==> src/rtl/core/tpcc_pkg.sv <==
`default_nettype none

package tpcc_pkg;

   localparam int MODE_W = 3;
   localparam int CHAN_W = 4;
   localparam int CUR_W  = 24;
   localparam int GAIN_W = 32;
   localparam int SPAN_W = 23;
   localparam int FRAC_W = 24;
   localparam int MAG_W  = CUR_W + 1;
   localparam int PROD_W = GAIN_W + 1 + CUR_W;
   localparam int SUM_W  = PROD_W + 1;
   localparam int RND_W  = SUM_W - FRAC_W;

   localparam logic [GAIN_W-1:0]       GAIN_ONE       = 32'h0100_0000;
   localparam logic [SPAN_W-1:0]       MIN_SPAN_RESET = 23'd6554;
   localparam logic signed [CUR_W-1:0] CUR_MAX        = 24'sh7F_FFFF;
   localparam logic signed [CUR_W-1:0] CUR_MIN        = 24'sh80_0000;

   typedef enum logic [MODE_W-1:0] {
      MODE_APPLY     = 3'd0,
      MODE_SET_ONE   = 3'd1,
      MODE_SET_TWO   = 3'd2,
      MODE_COMPUTE   = 3'd3,
      MODE_CLEAR_CH  = 3'd4,
      MODE_CLEAR_ALL = 3'd5
   } mode_type;

endpackage

`default_nettype wire

==> src/rtl/core/tpcc_if.sv <==
`default_nettype none

interface tpcc_req_if;
   import tpcc_pkg::*;
   logic                     valid;
   logic                     ready;
   logic [MODE_W-1:0]        mode;
   logic [CHAN_W-1:0]        channel;
   logic signed [CUR_W-1:0]  raw_current;
   logic signed [CUR_W-1:0]  reference_current;

   modport source (output valid, mode, channel, raw_current, reference_current, input ready);
   modport sink (input valid, mode, channel, raw_current, reference_current, output ready);
endinterface

interface tpcc_rsp_if;
   import tpcc_pkg::*;
   logic                     valid;
   logic                     ready;
   logic signed [CUR_W-1:0]  corrected_current;
   logic                     success;
   logic                     has_point_one;
   logic                     has_point_two;
   logic                     is_calibrated;
   logic [GAIN_W-1:0]        gain;
   logic signed [CUR_W-1:0]  bias;

   modport source (output valid, corrected_current, success, has_point_one, has_point_two,
                   is_calibrated, gain, bias, input ready);
   modport sink (input valid, corrected_current, success, has_point_one, has_point_two,
                 is_calibrated, gain, bias, output ready);
endinterface

interface tpcc_csr_if;
   import tpcc_pkg::*;
   logic               valid;
   logic               ready;
   logic [SPAN_W-1:0]  min_raw_span;

   modport source (output valid, min_raw_span, input ready);
   modport sink (input valid, min_raw_span, output ready);
endinterface

`default_nettype wire

==> src/rtl/core/tpcc_div.sv <==
`default_nettype none

module tpcc_div (
   input  wire logic                          clock,
   input  wire logic                          reset,
   input  wire logic                          start,
   input  wire logic [tpcc_pkg::MAG_W-1:0]    numer,
   input  wire logic [tpcc_pkg::MAG_W-1:0]    denom,
   output logic                               done,
   output logic [tpcc_pkg::GAIN_W-1:0]        quotient
);
   import tpcc_pkg::*;

   localparam int CNT_W = $clog2(GAIN_W);
   localparam int HI_W  = GAIN_W - FRAC_W;

   logic              busy_ff;
   logic              done_ff;
   logic [CNT_W-1:0]  count_ff;
   logic [MAG_W-1:0]  rem_ff;
   logic [MAG_W-1:0]  denom_ff;
   logic [GAIN_W-1:0] shift_ff;
   logic [MAG_W:0]    shifted;
   logic [MAG_W:0]    trial;
   logic              fits;

   assign shifted  = {rem_ff, shift_ff[GAIN_W-1]};
   assign trial    = shifted - {1'b0, denom_ff};
   assign fits     = shifted >= {1'b0, denom_ff};
   assign done     = done_ff;
   assign quotient = shift_ff;

   always_ff @(posedge clock) begin
      if (reset) begin
         busy_ff  <= 1'b0;
         done_ff  <= 1'b0;
         count_ff <= '0;
      end else begin
         done_ff <= 1'b0;
         if (!busy_ff && start) begin
            busy_ff  <= 1'b1;
            count_ff <= CNT_W'(GAIN_W - 1);
            rem_ff   <= numer >> HI_W;
            denom_ff <= denom;
            shift_ff <= {numer[HI_W-1:0], {FRAC_W{1'b0}}};
         end else if (busy_ff) begin
            rem_ff   <= fits ? trial[MAG_W-1:0] : shifted[MAG_W-1:0];
            shift_ff <= {shift_ff[GAIN_W-2:0], fits};
            count_ff <= count_ff - 1'b1;
            if (count_ff == '0) begin
               busy_ff <= 1'b0;
               done_ff <= 1'b1;
            end
         end
      end
   end

endmodule

`default_nettype wire

==> src/rtl/core/two_point_channel_calibration.sv <==
// Two-point gain and offset calibration for a set of current channels.
//
// req_chan carries one request: mode, channel, raw and reference current
// (signed Q7.16 mA). Each request yields exactly one response on rsp_chan:
// corrected current, success, the channel flags, slope (Q8.24) and offset.
// csr_chan writes min_raw_span; it is always ready. It must be written only
// while no request is in flight; the block itself does not enforce this.
//
// Requests are handled one at a time; req_chan.ready is high only while the
// sequencer waits for work, from the cycle after a response load. The load
// follows decode for point set, clear and pass-through. Apply on a calibrated
// channel then passes the multiply, sum, round and finish states; compute
// passes span and check and, if the check passes, the radix-2 restoring
// divider, one quotient bit per cycle for 32 bits, then one pass through
// the shared multiplier and the rounding adder, which apply also uses.
//
// A held response does not block acceptance: the next request is taken and
// worked on, and only its final load waits for rsp_chan.ready.
// Synchronous reset clears every channel to slope 1.0, offset 0, no points,
// and sets min_raw_span to 6554 (0.1 mA).
`default_nettype none

module two_point_channel_calibration #(
   parameter int CHANNELS = 8
) (
   input wire logic    clock,
   input wire logic    reset,
   tpcc_req_if.sink    req_chan,
   tpcc_rsp_if.source  rsp_chan,
   tpcc_csr_if.sink    csr_chan
);
   import tpcc_pkg::*;

   localparam int IDX_W = (CHANNELS > 1) ? $clog2(CHANNELS) : 1;
   localparam logic [SUM_W-1:0] HALF_UP   = SUM_W'(1) << (FRAC_W - 1);
   localparam logic [SUM_W-1:0] HALF_DOWN = HALF_UP - 1'b1;

   typedef enum logic [3:0] {
      S_IDLE,
      S_DECODE,
      S_SPAN,
      S_CHECK,
      S_DIV,
      S_MUL,
      S_SUM,
      S_ROUND,
      S_FINISH,
      S_REPLY
   } state_type;

   state_type          state_ff;
   mode_type           mode_ff;
   logic               chan_ok_ff;
   logic [IDX_W-1:0]   idx_ff;
   logic [CUR_W-1:0]   raw_ff;
   logic [CUR_W-1:0]   ref_ff;
   logic [SPAN_W-1:0]  min_span_ff;

   logic [CUR_W-1:0]   raw1_ff [CHANNELS];
   logic [CUR_W-1:0]   ref1_ff [CHANNELS];
   logic [CUR_W-1:0]   raw2_ff [CHANNELS];
   logic [CUR_W-1:0]   ref2_ff [CHANNELS];
   logic [GAIN_W-1:0]  gain_ff [CHANNELS];
   logic [CUR_W-1:0]   bias_ff [CHANNELS];
   logic [CHANNELS-1:0] p1_ff;
   logic [CHANNELS-1:0] p2_ff;
   logic [CHANNELS-1:0] cal_ff;

   logic [MAG_W-1:0]   rs_ff;
   logic [MAG_W-1:0]   fs_ff;
   logic [MAG_W-1:0]   rm_ff;
   logic [MAG_W-1:0]   fm_ff;
   logic               rs_neg_ff;
   logic               fs_neg_ff;
   logic               fs_zero_ff;
   logic               div_start_ff;
   logic [GAIN_W-1:0]  quot_ff;
   logic signed [PROD_W-1:0] prod_ff;
   logic [SUM_W-1:0]   sum_ff;
   logic [RND_W-1:0]   rnd_ff;
   logic [CUR_W-1:0]   corr_ff;
   logic               ok_ff;

   logic               rsp_valid_ff;
   logic [CUR_W-1:0]   rsp_corr_ff;
   logic               rsp_ok_ff;
   logic               rsp_p1_ff;
   logic               rsp_p2_ff;
   logic               rsp_cal_ff;
   logic [GAIN_W-1:0]  rsp_gain_ff;
   logic [CUR_W-1:0]   rsp_bias_ff;

   logic               is_apply;
   logic               div_done;
   logic [GAIN_W-1:0]  div_quot;
   logic signed [GAIN_W:0]   mul_a;
   logic signed [CUR_W-1:0]  mul_b;
   logic signed [PROD_W-1:0] mul_p;
   logic [SUM_W-1:0]   addend;
   logic [SUM_W-1:0]   rounded;
   logic [RND_W:0]     offset;
   logic               offset_fits;
   logic               rnd_fits;
   logic [CUR_W-1:0]   sat_value;
   logic               check_fail;
   logic               reply_go;
   logic               cal_bad;

   tpcc_div u_div (
      .clock    (clock),
      .reset    (reset),
      .start    (div_start_ff),
      .numer    (fm_ff),
      .denom    (rm_ff),
      .done     (div_done),
      .quotient (div_quot)
   );

   assign is_apply = (mode_ff == MODE_APPLY);
   assign reply_go = !rsp_valid_ff || rsp_chan.ready;

   always_comb begin
      mul_a = is_apply ? $signed({1'b0, gain_ff[idx_ff]}) : $signed({1'b0, quot_ff});
      mul_b = is_apply ? $signed(raw_ff) : $signed(raw1_ff[idx_ff]);
      mul_p = mul_a * mul_b;
   end

   always_comb begin
      addend = '0;
      if (is_apply) begin
         addend = {{(SUM_W - CUR_W - FRAC_W){bias_ff[idx_ff][CUR_W-1]}},
                   bias_ff[idx_ff], {FRAC_W{1'b0}}};
      end
      rounded = sum_ff + (sum_ff[SUM_W-1] ? HALF_DOWN : HALF_UP);
   end

   always_comb begin
      offset = {{(RND_W + 1 - CUR_W){ref1_ff[idx_ff][CUR_W-1]}}, ref1_ff[idx_ff]}
             - {rnd_ff[RND_W-1], rnd_ff};
      offset_fits = (&offset[RND_W:CUR_W-1]) || !(|offset[RND_W:CUR_W-1]);
      rnd_fits    = (&rnd_ff[RND_W-1:CUR_W-1]) || !(|rnd_ff[RND_W-1:CUR_W-1]);
      if (rnd_fits) begin
         sat_value = rnd_ff[CUR_W-1:0];
      end else if (rnd_ff[RND_W-1]) begin
         sat_value = CUR_MIN;
      end else begin
         sat_value = CUR_MAX;
      end
   end

   always_comb begin
      check_fail = !(p1_ff[idx_ff] && p2_ff[idx_ff])
                || (rm_ff <= MAG_W'(min_span_ff))
                || fs_zero_ff
                || (rs_neg_ff != fs_neg_ff)
                || ({8'd0, fm_ff} >= {rm_ff, 8'd0});
   end

   always_ff @(posedge clock) begin
      if (reset) begin
         min_span_ff <= MIN_SPAN_RESET;
      end else if (csr_chan.valid) begin
         min_span_ff <= csr_chan.min_raw_span;
      end
   end

   always_ff @(posedge clock) begin
      if (reset) begin
         state_ff     <= S_IDLE;
         rsp_valid_ff <= 1'b0;
         div_start_ff <= 1'b0;
         for (int i = 0; i < CHANNELS; i++) begin
            raw1_ff[i] <= '0;
            ref1_ff[i] <= '0;
            raw2_ff[i] <= '0;
            ref2_ff[i] <= '0;
            gain_ff[i] <= GAIN_ONE;
            bias_ff[i] <= '0;
         end
         p1_ff  <= '0;
         p2_ff  <= '0;
         cal_ff <= '0;
      end else begin
         div_start_ff <= 1'b0;
         if (rsp_valid_ff && rsp_chan.ready) begin
            rsp_valid_ff <= 1'b0;
         end
         case (state_ff)
            S_IDLE: begin
               if (req_chan.valid) begin
                  mode_ff    <= mode_type'(req_chan.mode);
                  chan_ok_ff <= {1'b0, req_chan.channel} < (CHAN_W + 1)'(CHANNELS);
                  idx_ff     <= req_chan.channel[IDX_W-1:0];
                  raw_ff     <= req_chan.raw_current;
                  ref_ff     <= req_chan.reference_current;
                  corr_ff    <= '0;
                  ok_ff      <= 1'b0;
                  state_ff   <= S_DECODE;
               end
            end
            S_DECODE: begin
               state_ff <= S_REPLY;
               case (mode_ff)
                  MODE_APPLY: begin
                     if (chan_ok_ff && cal_ff[idx_ff]) begin
                        state_ff <= S_MUL;
                     end else begin
                        corr_ff <= raw_ff;
                     end
                  end
                  MODE_SET_ONE: begin
                     if (chan_ok_ff) begin
                        raw1_ff[idx_ff] <= raw_ff;
                        ref1_ff[idx_ff] <= ref_ff;
                        p1_ff[idx_ff]   <= 1'b1;
                        cal_ff[idx_ff]  <= 1'b0;
                     end
                     ok_ff <= chan_ok_ff;
                  end
                  MODE_SET_TWO: begin
                     if (chan_ok_ff) begin
                        raw2_ff[idx_ff] <= raw_ff;
                        ref2_ff[idx_ff] <= ref_ff;
                        p2_ff[idx_ff]   <= 1'b1;
                        cal_ff[idx_ff]  <= 1'b0;
                     end
                     ok_ff <= chan_ok_ff;
                  end
                  MODE_COMPUTE: begin
                     if (chan_ok_ff) begin
                        rs_ff <= {raw2_ff[idx_ff][CUR_W-1], raw2_ff[idx_ff]}
                               - {raw1_ff[idx_ff][CUR_W-1], raw1_ff[idx_ff]};
                        fs_ff <= {ref2_ff[idx_ff][CUR_W-1], ref2_ff[idx_ff]}
                               - {ref1_ff[idx_ff][CUR_W-1], ref1_ff[idx_ff]};
                        state_ff <= S_SPAN;
                     end
                  end
                  MODE_CLEAR_CH: begin
                     if (chan_ok_ff) begin
                        raw1_ff[idx_ff] <= '0;
                        ref1_ff[idx_ff] <= '0;
                        raw2_ff[idx_ff] <= '0;
                        ref2_ff[idx_ff] <= '0;
                        gain_ff[idx_ff] <= GAIN_ONE;
                        bias_ff[idx_ff] <= '0;
                        p1_ff[idx_ff]   <= 1'b0;
                        p2_ff[idx_ff]   <= 1'b0;
                        cal_ff[idx_ff]  <= 1'b0;
                     end
                     ok_ff <= chan_ok_ff;
                  end
                  MODE_CLEAR_ALL: begin
                     for (int i = 0; i < CHANNELS; i++) begin
                        raw1_ff[i] <= '0;
                        ref1_ff[i] <= '0;
                        raw2_ff[i] <= '0;
                        ref2_ff[i] <= '0;
                        gain_ff[i] <= GAIN_ONE;
                        bias_ff[i] <= '0;
                     end
                     p1_ff  <= '0;
                     p2_ff  <= '0;
                     cal_ff <= '0;
                     ok_ff  <= 1'b1;
                  end
                  default: begin
                     ok_ff <= 1'b0;
                  end
               endcase
            end
            S_SPAN: begin
               rs_neg_ff  <= rs_ff[MAG_W-1];
               fs_neg_ff  <= fs_ff[MAG_W-1];
               fs_zero_ff <= (fs_ff == '0);
               rm_ff      <= rs_ff[MAG_W-1] ? (~rs_ff + 1'b1) : rs_ff;
               fm_ff      <= fs_ff[MAG_W-1] ? (~fs_ff + 1'b1) : fs_ff;
               state_ff   <= S_CHECK;
            end
            S_CHECK: begin
               if (check_fail) begin
                  gain_ff[idx_ff] <= GAIN_ONE;
                  bias_ff[idx_ff] <= '0;
                  cal_ff[idx_ff]  <= 1'b0;
                  state_ff        <= S_REPLY;
               end else begin
                  div_start_ff <= 1'b1;
                  state_ff     <= S_DIV;
               end
            end
            S_DIV: begin
               if (div_done) begin
                  quot_ff <= div_quot;
                  if (div_quot == '0) begin
                     gain_ff[idx_ff] <= GAIN_ONE;
                     bias_ff[idx_ff] <= '0;
                     cal_ff[idx_ff]  <= 1'b0;
                     state_ff        <= S_REPLY;
                  end else begin
                     state_ff <= S_MUL;
                  end
               end
            end
            S_MUL: begin
               prod_ff  <= mul_p;
               state_ff <= S_SUM;
            end
            S_SUM: begin
               sum_ff   <= {prod_ff[PROD_W-1], prod_ff} + addend;
               state_ff <= S_ROUND;
            end
            S_ROUND: begin
               rnd_ff   <= rounded[SUM_W-1:FRAC_W];
               state_ff <= S_FINISH;
            end
            S_FINISH: begin
               state_ff <= S_REPLY;
               if (is_apply) begin
                  corr_ff <= sat_value;
                  ok_ff   <= 1'b1;
               end else if (offset_fits) begin
                  gain_ff[idx_ff] <= quot_ff;
                  bias_ff[idx_ff] <= offset[CUR_W-1:0];
                  cal_ff[idx_ff]  <= 1'b1;
                  ok_ff           <= 1'b1;
               end else begin
                  gain_ff[idx_ff] <= GAIN_ONE;
                  bias_ff[idx_ff] <= '0;
                  cal_ff[idx_ff]  <= 1'b0;
               end
            end
            S_REPLY: begin
               if (reply_go) begin
                  rsp_valid_ff <= 1'b1;
                  rsp_corr_ff  <= corr_ff;
                  rsp_ok_ff    <= ok_ff;
                  rsp_p1_ff    <= chan_ok_ff && p1_ff[idx_ff];
                  rsp_p2_ff    <= chan_ok_ff && p2_ff[idx_ff];
                  rsp_cal_ff   <= chan_ok_ff && cal_ff[idx_ff];
                  rsp_gain_ff  <= chan_ok_ff ? gain_ff[idx_ff] : GAIN_ONE;
                  rsp_bias_ff  <= chan_ok_ff ? bias_ff[idx_ff] : '0;
                  state_ff     <= S_IDLE;
               end
            end
            default: begin
               state_ff <= S_IDLE;
            end
         endcase
      end
   end

   assign req_chan.ready             = (state_ff == S_IDLE);
   assign csr_chan.ready             = 1'b1;
   assign rsp_chan.valid             = rsp_valid_ff;
   assign rsp_chan.corrected_current = rsp_corr_ff;
   assign rsp_chan.success           = rsp_ok_ff;
   assign rsp_chan.has_point_one     = rsp_p1_ff;
   assign rsp_chan.has_point_two     = rsp_p2_ff;
   assign rsp_chan.is_calibrated     = rsp_cal_ff;
   assign rsp_chan.gain              = rsp_gain_ff;
   assign rsp_chan.bias              = rsp_bias_ff;

   always_comb begin
      cal_bad = 1'b0;
      for (int i = 0; i < CHANNELS; i++) begin
         if (cal_ff[i] && (!p1_ff[i] || !p2_ff[i] || gain_ff[i] == '0)) begin
            cal_bad = 1'b1;
         end
      end
   end

`ifndef SYNTHESIS
   a_accept_decode: assert property (@(posedge clock) disable iff (reset)
      req_chan.valid && req_chan.ready |=> state_ff == S_DECODE)
      else $error("accepted request did not enter decode");

   a_div_in_wait: assert property (@(posedge clock) disable iff (reset)
      div_done |-> state_ff == S_DIV)
      else $error("divider finished outside the divide wait");

   a_cal_consistent: assert property (@(posedge clock) disable iff (reset)
      !cal_bad)
      else $error("calibrated channel lacks a point or has zero slope");

   a_reply_load: assert property (@(posedge clock) disable iff (reset)
      state_ff == S_REPLY && reply_go |=> rsp_valid_ff && state_ff == S_IDLE)
      else $error("response not loaded on reply");
`endif

endmodule

`default_nettype wire

==> src/flat_wrapper.sv <==
// flat-port wrapper written by rule: the top's interface ports become plain ports
module two_point_channel_calibration_flat import tpcc_pkg::*;
#(
   parameter int CHANNELS = 8
)
  (clock, reset, req_chan_valid, req_chan_mode, req_chan_channel, req_chan_raw_current, req_chan_reference_current, req_chan_ready, rsp_chan_valid, rsp_chan_corrected_current, rsp_chan_success, rsp_chan_has_point_one, rsp_chan_has_point_two, rsp_chan_is_calibrated, rsp_chan_gain, rsp_chan_bias, rsp_chan_ready, csr_chan_valid, csr_chan_min_raw_span, csr_chan_ready);
  tpcc_req_if req_chan_i ();
  tpcc_rsp_if rsp_chan_i ();
  tpcc_csr_if csr_chan_i ();
  input wire logic clock;
  input wire logic reset;
  input wire logic [$bits(req_chan_i.valid)-1:0] req_chan_valid;
  input wire logic [$bits(req_chan_i.mode)-1:0] req_chan_mode;
  input wire logic [$bits(req_chan_i.channel)-1:0] req_chan_channel;
  input wire logic [$bits(req_chan_i.raw_current)-1:0] req_chan_raw_current;
  input wire logic [$bits(req_chan_i.reference_current)-1:0] req_chan_reference_current;
  output wire logic [$bits(req_chan_i.ready)-1:0] req_chan_ready;
  output wire logic [$bits(rsp_chan_i.valid)-1:0] rsp_chan_valid;
  output wire logic [$bits(rsp_chan_i.corrected_current)-1:0] rsp_chan_corrected_current;
  output wire logic [$bits(rsp_chan_i.success)-1:0] rsp_chan_success;
  output wire logic [$bits(rsp_chan_i.has_point_one)-1:0] rsp_chan_has_point_one;
  output wire logic [$bits(rsp_chan_i.has_point_two)-1:0] rsp_chan_has_point_two;
  output wire logic [$bits(rsp_chan_i.is_calibrated)-1:0] rsp_chan_is_calibrated;
  output wire logic [$bits(rsp_chan_i.gain)-1:0] rsp_chan_gain;
  output wire logic [$bits(rsp_chan_i.bias)-1:0] rsp_chan_bias;
  input wire logic [$bits(rsp_chan_i.ready)-1:0] rsp_chan_ready;
  input wire logic [$bits(csr_chan_i.valid)-1:0] csr_chan_valid;
  input wire logic [$bits(csr_chan_i.min_raw_span)-1:0] csr_chan_min_raw_span;
  output wire logic [$bits(csr_chan_i.ready)-1:0] csr_chan_ready;
  assign req_chan_i.valid = req_chan_valid;
  assign req_chan_i.mode = req_chan_mode;
  assign req_chan_i.channel = req_chan_channel;
  assign req_chan_i.raw_current = req_chan_raw_current;
  assign req_chan_i.reference_current = req_chan_reference_current;
  assign req_chan_ready = req_chan_i.ready;
  assign rsp_chan_valid = rsp_chan_i.valid;
  assign rsp_chan_corrected_current = rsp_chan_i.corrected_current;
  assign rsp_chan_success = rsp_chan_i.success;
  assign rsp_chan_has_point_one = rsp_chan_i.has_point_one;
  assign rsp_chan_has_point_two = rsp_chan_i.has_point_two;
  assign rsp_chan_is_calibrated = rsp_chan_i.is_calibrated;
  assign rsp_chan_gain = rsp_chan_i.gain;
  assign rsp_chan_bias = rsp_chan_i.bias;
  assign rsp_chan_i.ready = rsp_chan_ready;
  assign csr_chan_i.valid = csr_chan_valid;
  assign csr_chan_i.min_raw_span = csr_chan_min_raw_span;
  assign csr_chan_ready = csr_chan_i.ready;
  two_point_channel_calibration #(.CHANNELS(CHANNELS)) u_core (.clock(clock), .reset(reset), .req_chan(req_chan_i), .rsp_chan(rsp_chan_i), .csr_chan(csr_chan_i));
endmodule
==> config.mk <==
export PLATFORM = sky130hd
export DESIGN_NAME = two_point_channel_calibration_flat
export DESIGN_NICKNAME = d
export VERILOG_FILES = /design/src/rtl/core/tpcc_pkg.sv /design/src/rtl/core/tpcc_if.sv /design/src/rtl/core/tpcc_div.sv /design/src/rtl/core/two_point_channel_calibration.sv /design/src/flat_wrapper.sv
export SDC_FILE = /design/constraint.sdc
export NUM_CORES = 2
export LEC_CHECK = 0
export ABC_AREA = 1
export ABC_CLOCK_PERIOD_IN_PS = 7450
export BUFFER_PORTS_ARGS = -buffer_cell sky130_fd_sc_hd__buf_2
export CAP_MARGIN = 20
export CORE_MARGIN = 5
export CORE_UTILIZATION = 39
export CTS_CLUSTER_DIAMETER = 80
export DETAILED_ROUTE_END_ITERATION = 12
export GPL_TIMING_DRIVEN = 0
export HOLD_SLACK_MARGIN = 0.05
export MAX_ROUTING_LAYER = met4
export SYNTH_ARGS = -nofsm -noshare
export SYNTH_HDL_FRONTEND = slang
export SYNTH_SLANG_ARGS = --single-unit
==> constraint.sdc <==
create_clock -name clock -period 7.45 [get_ports clock]
set_clock_uncertainty 0.05 [all_clocks]
set_input_delay 0.3725 -clock clock [delete_from_list [all_inputs] [get_ports clock]]
set_output_delay 0.3725 -clock clock [all_outputs]
set_load 0.02 [all_outputs]
Yosys cells after proc, flatten, opt, wreduce, memory -nomap -nowiden:

Memory sizes are Yosys's and may differ from the RTL's. A register that Yosys moved wholly into a read port is not among the register bits.
Index checks and enable logic that the tools add are counted.

* input port bits: 83
* memories kept: 6
* word-level logic and storage cells: 412
* flip-flop bits (word level): 590
* RAM bits: 1216
* output and inout bits: 87

* add/subtract/negate cells: 9
* magnitude comparators: 6
* reduce and logical (&&, ||, !) cells: 59
* multipliers: 1
* bitwise logic cells: 72
* muxes and demuxes: 186
* equal/unequal tests: 31

Memories
* u_core.gain_ff: depth 8, bits a word 32, read ports 1, clocked after Yosys merged registers in 1, wr ports 8, line two_point_channel_calibration.sv:63 `logic [GAIN_W-1:0] gain_ff [CHANNELS];`
* u_core.bias_ff: depth 8, bits a word 24, read ports 1, clocked after Yosys merged registers in 1, wr ports 8, line two_point_channel_calibration.sv:64 `logic [CUR_W-1:0] bias_ff [CHANNELS];`
* u_core.raw1_ff: depth 8, bits a word 24, read ports 1, clocked after Yosys merged registers in 1, wr ports 8, line two_point_channel_calibration.sv:59 `logic [CUR_W-1:0] raw1_ff [CHANNELS];`
* u_core.raw2_ff: depth 8, bits a word 24, read ports 1, clocked after Yosys merged registers in 1, wr ports 8, line two_point_channel_calibration.sv:61 `logic [CUR_W-1:0] raw2_ff [CHANNELS];`
* u_core.ref1_ff: depth 8, bits a word 24, read ports 1, clocked after Yosys merged registers in 1, wr ports 8, line two_point_channel_calibration.sv:60 `logic [CUR_W-1:0] ref1_ff [CHANNELS];`
* u_core.ref2_ff: depth 8, bits a word 24, read ports 1, clocked after Yosys merged registers in 1, wr ports 8, line two_point_channel_calibration.sv:62 `logic [CUR_W-1:0] ref2_ff [CHANNELS];`

Operators with widths (count)
* 2-to-1 mux 24 bit: 63
* 2-to-1 mux 32 bit: 16
* OR reduction 24 bit: 5
* adder 58 bit: 2
* 2-to-1 mux 8 bit: 10
* one-hot mux 24 bit (3 select lines): 1
* OR 1 bit: 60
* 2-to-1 mux 1 bit: 59
* 2-to-1 mux 58 bit: 1
* multiplier 33 x 24 -> 57 bit: 1
* adder 25 x 1 -> 25 bit (second input constant): 2
* 2-to-1 mux 25 bit: 2
* NOT 25 bit: 2
* subtractor 24 x 24 -> 25 bit: 2
* one-hot mux 8 bit (3 select lines): 2
* one-hot mux 4 bit (10 select lines): 1
* 2-to-1 mux 3 bit: 12
* subtractor 24 x 34 -> 35 bit: 1
* >= comparator 25 x 33 -> 1 bit: 1
* zero test 32 bit: 1
* one-hot mux 8 bit (4 select lines): 1
* OR reduction 32 bit: 1
* 2-to-1 mux 4 bit: 7
* >= comparator 26 x 25 -> 1 bit: 1
* 52 further kinds: 110

Logic depth before layout (Yosys ltp):

* depth in word-level cells: 18
* mapped depth: 39
* gate-level depth less buffers: 37

Cells and area by module:

From an unflattened synthesis, not the netlist that was laid out.

* cell total of the unflattened synthesis: 11559
* area, all modules: 109966.7 µm²

By module, submodules not included
* two_point_channel_calibration: instances 1, cells an instance 10811, area each 104277.5 µm², seq. area each 51089.0 µm²
* tpcc_div: instances 1, cells an instance 748, area each 5689.2 µm², seq. area each 2602.5 µm²

Least setup slack after synthesis:

Ideal clock, no wire load.

* path type: register to register
* start point: register u_core.mode_ff[2]
* end point: register u_core.prod_ff[44], data pin
* cell stages (with the launch flop): 32
* period minus slack after synthesis: 7.603 ns
* arrival time: 7.292 ns
* buffers on the path: 3
* required time: 7.139 ns
* setup time: 0.261 ns
* slack: -0.153 ns
* cells stage by stage: edfxtp_1 > nor3_1 > inv_2 > clkbuf_1 > buf_1 > nand2_1 > o21ai_0 > inv_2 > clkbuf_1 > nand2_1 > fa_1 > inv_1 > fa_1 > inv_1 > fa_1 > fa_1 > inv_1 > fa_1 > fa_1 > inv_1 > fa_1 > inv_1 > ha_1 > a21oi_1 > o21ai_0 > a211oi_1 > o21ai_0 > a21oi_1 > o21ai_0 > nand2_1 > nand2_1 > xor2_1

* word-level cells in the longest chain between the ends: 3
* elaborated cells between the ends (all ways): 4
* those cells by class: 1 x mul; 2 x mux; 1 x reduce/logical

RTL lines
* start, declared: line two_point_channel_calibration.sv:52 `mode_type mode_ff;`
* start signal, assigned: line two_point_channel_calibration.sv:191 `mode_ff <= mode_type'(req_chan.mode);`
* zero test 3 bit (*): line two_point_channel_calibration.sv:119 `assign is_apply = (mode_ff == MODE_APPLY);`
* 2-to-1 mux 32 bit / 2-to-1 mux 24 bit (equally long branches): line two_point_channel_calibration.sv:123, two_point_channel_calibration.sv:124
* multiplier 33 x 24 -> 57 bit (*): line two_point_channel_calibration.sv:125 `mul_p = mul_a * mul_b;`
* named net u_core.mul_p[44]: line two_point_channel_calibration.sv:98 `logic signed [PROD_W-1:0] mul_p;`
* end signal, assigned: line two_point_channel_calibration.sv:304 `prod_ff <= mul_p;`
* end, declared: line two_point_channel_calibration.sv:78 `logic signed [PROD_W-1:0] prod_ff;`

Mark *: on every way through the listed nets, which the timed path passes. The rest lies on a longest branch.
A chain may end at the register's enable or synchronous reset.

==> out/metrics.yaml <==
synth_nets: 12682
dieArea_um2: 294000
synthCells: 11511
routedWlPerCell_um: 26.3
synth_warnings: 0
die_x_um: 542
grt_max_degree: 49
worst_slack_ns: -0.884
start_kind: "flop"
antenna_found_initial: 19
die-height_um: 542
drt_iter0_drc: 11054
slowest_stage: "fa_2"
drtPass1Iterations: 8
ant_nets: 0
ctsLongestPathBuffers: 4
critPathBufInv: 7
floorplan.initialDensity: 0.391
fillers: 26617
layout_common_cells: "2,637 x nor2_1, 1,746 x edfxtp_1, 1,457 x nand2_1"
std_cell_rows: 195
synth_compound_area_frac: 0.0894
routed_wl_mm: 428
violations: "negative setup slack"
slowest_delay_ns: 0.65
route.detailed.drc: 0
required_ns: 7.96
io_buffer_count: 168
max_freq_mhz: 120
arrival_ns: 8.85
endpoint_kind: "flop"
core_um2: 282000
place.gp.congestion: 1.02
synth_area_leaders: "edfxtp_1 47%, fa_1 12%, nor2_1 9.1%"
nets: 13512
rsz0062_at_grt: "true"
ys_types: 51
finalNonFillerCells: 16270
overflow: 0
dp.cells: 15531
tritoncts: "yes"
synth_seq_cells: 1809
drv_cap: 0
cts_root_buffer: "clkbuf_16"
worstMarginPinSlew_ns: 1.42
cts-buffers-inserted: 207
synth_top_family_by_area: "adder cells"
relSlewSlack: 0.0542
finalSetupViolCount: 36
synth_area_um2: 110000
synth_fa_ha_area_frac: 0.168
syn_to_final_growth_pct: 19.3
io_pins: 170
synth_top_cell_area_share: 0.475
synth_edf_count: 1746
synthSimpleGateAreaFrac: 0.167
drv_slew: 0
hold_viol_final: 0
synth_xor_area_frac: 0.0191
dp_hpwl_mm: 321
mostFrequentLayoutCell: "nor2_1"
clk_latency_ns: 0.95
syn_area_per_cell_um2: 9.59
worstSetupPathType: "flop to flop"
seq_area_frac_synth: 0.486
cts_sinks: 1809
synthMuxAreaShare: 0
grt_usage: 0.291
grt_pass1_wl_mm: 604
r2r_slack_ns: -0.88
routed_via_density: 5.52
drive_gt1_frac: 0.135
clk_pin_slew_ns: 0.06
crit_family: "adder cells"
cp_max_fo: 10
cpMostUsedCell: "fa_1"
synth_area_leader_cell: "edfxtp_1"
min_path_type: "primary input to flop"
outcome: "finished with violations"
htreeDepth: 4
multi_input_area_um2: 51800
seq_area_um2: 53700
async_reset_ff_frac: 0
vias: 89856
min_period_over_period: 1.12
synth_ff_type: "edfxtp_1"
grt_pass1_vias: 86774
layout_min_cycle_time_ns: 8.33
[Yosys cell counts, types with 40 or more instances]
library cell	n
nor2_1	2672
edfxtp_1	1746
nand2_1	1542
inv_1	1368
o21ai_0	984
fa_1	663
ha_1	425
clkbuf_1	414
a21oi_1	295
o22ai_1	182
xor2_1	155
buf_2	147
nand3_1	145
xnor2_1	86
nor3_1	85
o221ai_1	81
a31oi_1	79
dfxtp_1	63
nand4_1	44
nand3_4	40
[timing repair]
action,CTS,global route
pin swaps,117,140
resized for setup,918,413
hold buffers,96,0
hold endpoints to repair,91,0
setup endpoints to repair,518,107
gates cloned,8,5
setup buffers,150,87
[state kept, by name, indices dropped and copies added, names as in the netlist, 34 cells and up, named ones only]
name and flops:
u_core.raw1_ff 192, u_core.raw2_ff 192, u_core.prod_ff 57, u_core.ref1_ff 192, u_core.sum_ff 58, u_core.gain_ff 256, u_core.ref2_ff 192, u_core.rnd_ff 34
u_core.bias_ff 192
[through the flow]
step / worst slack (ns) / utilization / area (um^2) / TNS [ns] / hold slack [ns]
after floorplan: 0.00480 / - / 110000 / 0 / 0.350
after global placement: -4.09 / 0.411 / 116000 / -2776.40 / 0.352
after detailed placement: -4.01 / 0.417 / 117000 / -433.48 / 0.355
after CTS: -0.751 / 0.459 / 129000 / -18.47 / 0.0512
after global routing: -1.04 / 0.467 / 132000 / -28.10 / 0.0836
final: -0.884 / 0.467 / 132000 / -22.80 / 0.0907
[cell families after synthesis]
group / after synthesis
flops: 1809
other cells: 1
fa+ha+maj: 1088
buf+inv: 2001
simple gates: 4596
compound gates: 1775
xor+xnor: 241
[layer usage]
metal	GRT usage	vias up	routed length, um
li1	-	39565	-
met1	0.360	44029	161000
met2	0.426	5016	185000
met3	0.0739	1246	48100
met4	0.183	0	34200
met5	-	-	0
[final timing paths]
kind                            from                  to  depth (start not counted)
hold reg to reg   u_core.prod_ff[14]   u_core.sum_ff[14]                          0
hold / removal        req_chan_valid  u_core.state_ff[2]                          7
setup / recovery                flop  u_core.prod_ff[44]                         29
setup reg to reg                flop  u_core.prod_ff[44]                         29
[worst min-delay path, delay by kind of cell]
family / cells / cell delay, ns
compound gates: 2 / 0.14
buf+inv: 2 / 0.24
simple gates: 3 / 0.25
[final cells by class]
type | count | share of cell area
Tap cell | 3743 | 0.0355
Buffer | 580 | 0.0302
Clock inverter | 115 | 0.00883
Sequential cell | 1809 | 0.408
Clock buffer | 258 | 0.0413
Inverter | 1416 | 0.0420
Timing Repair Buffer | 626 | 0.0409
Antenna cell | 22 | 0.000418
Multi-Input combinational cell | 7701 | 0.393
Power is left out: the tool's default activity adds up to more than one toggle a clock period on the data nets, which glitch-free logic cannot reach.
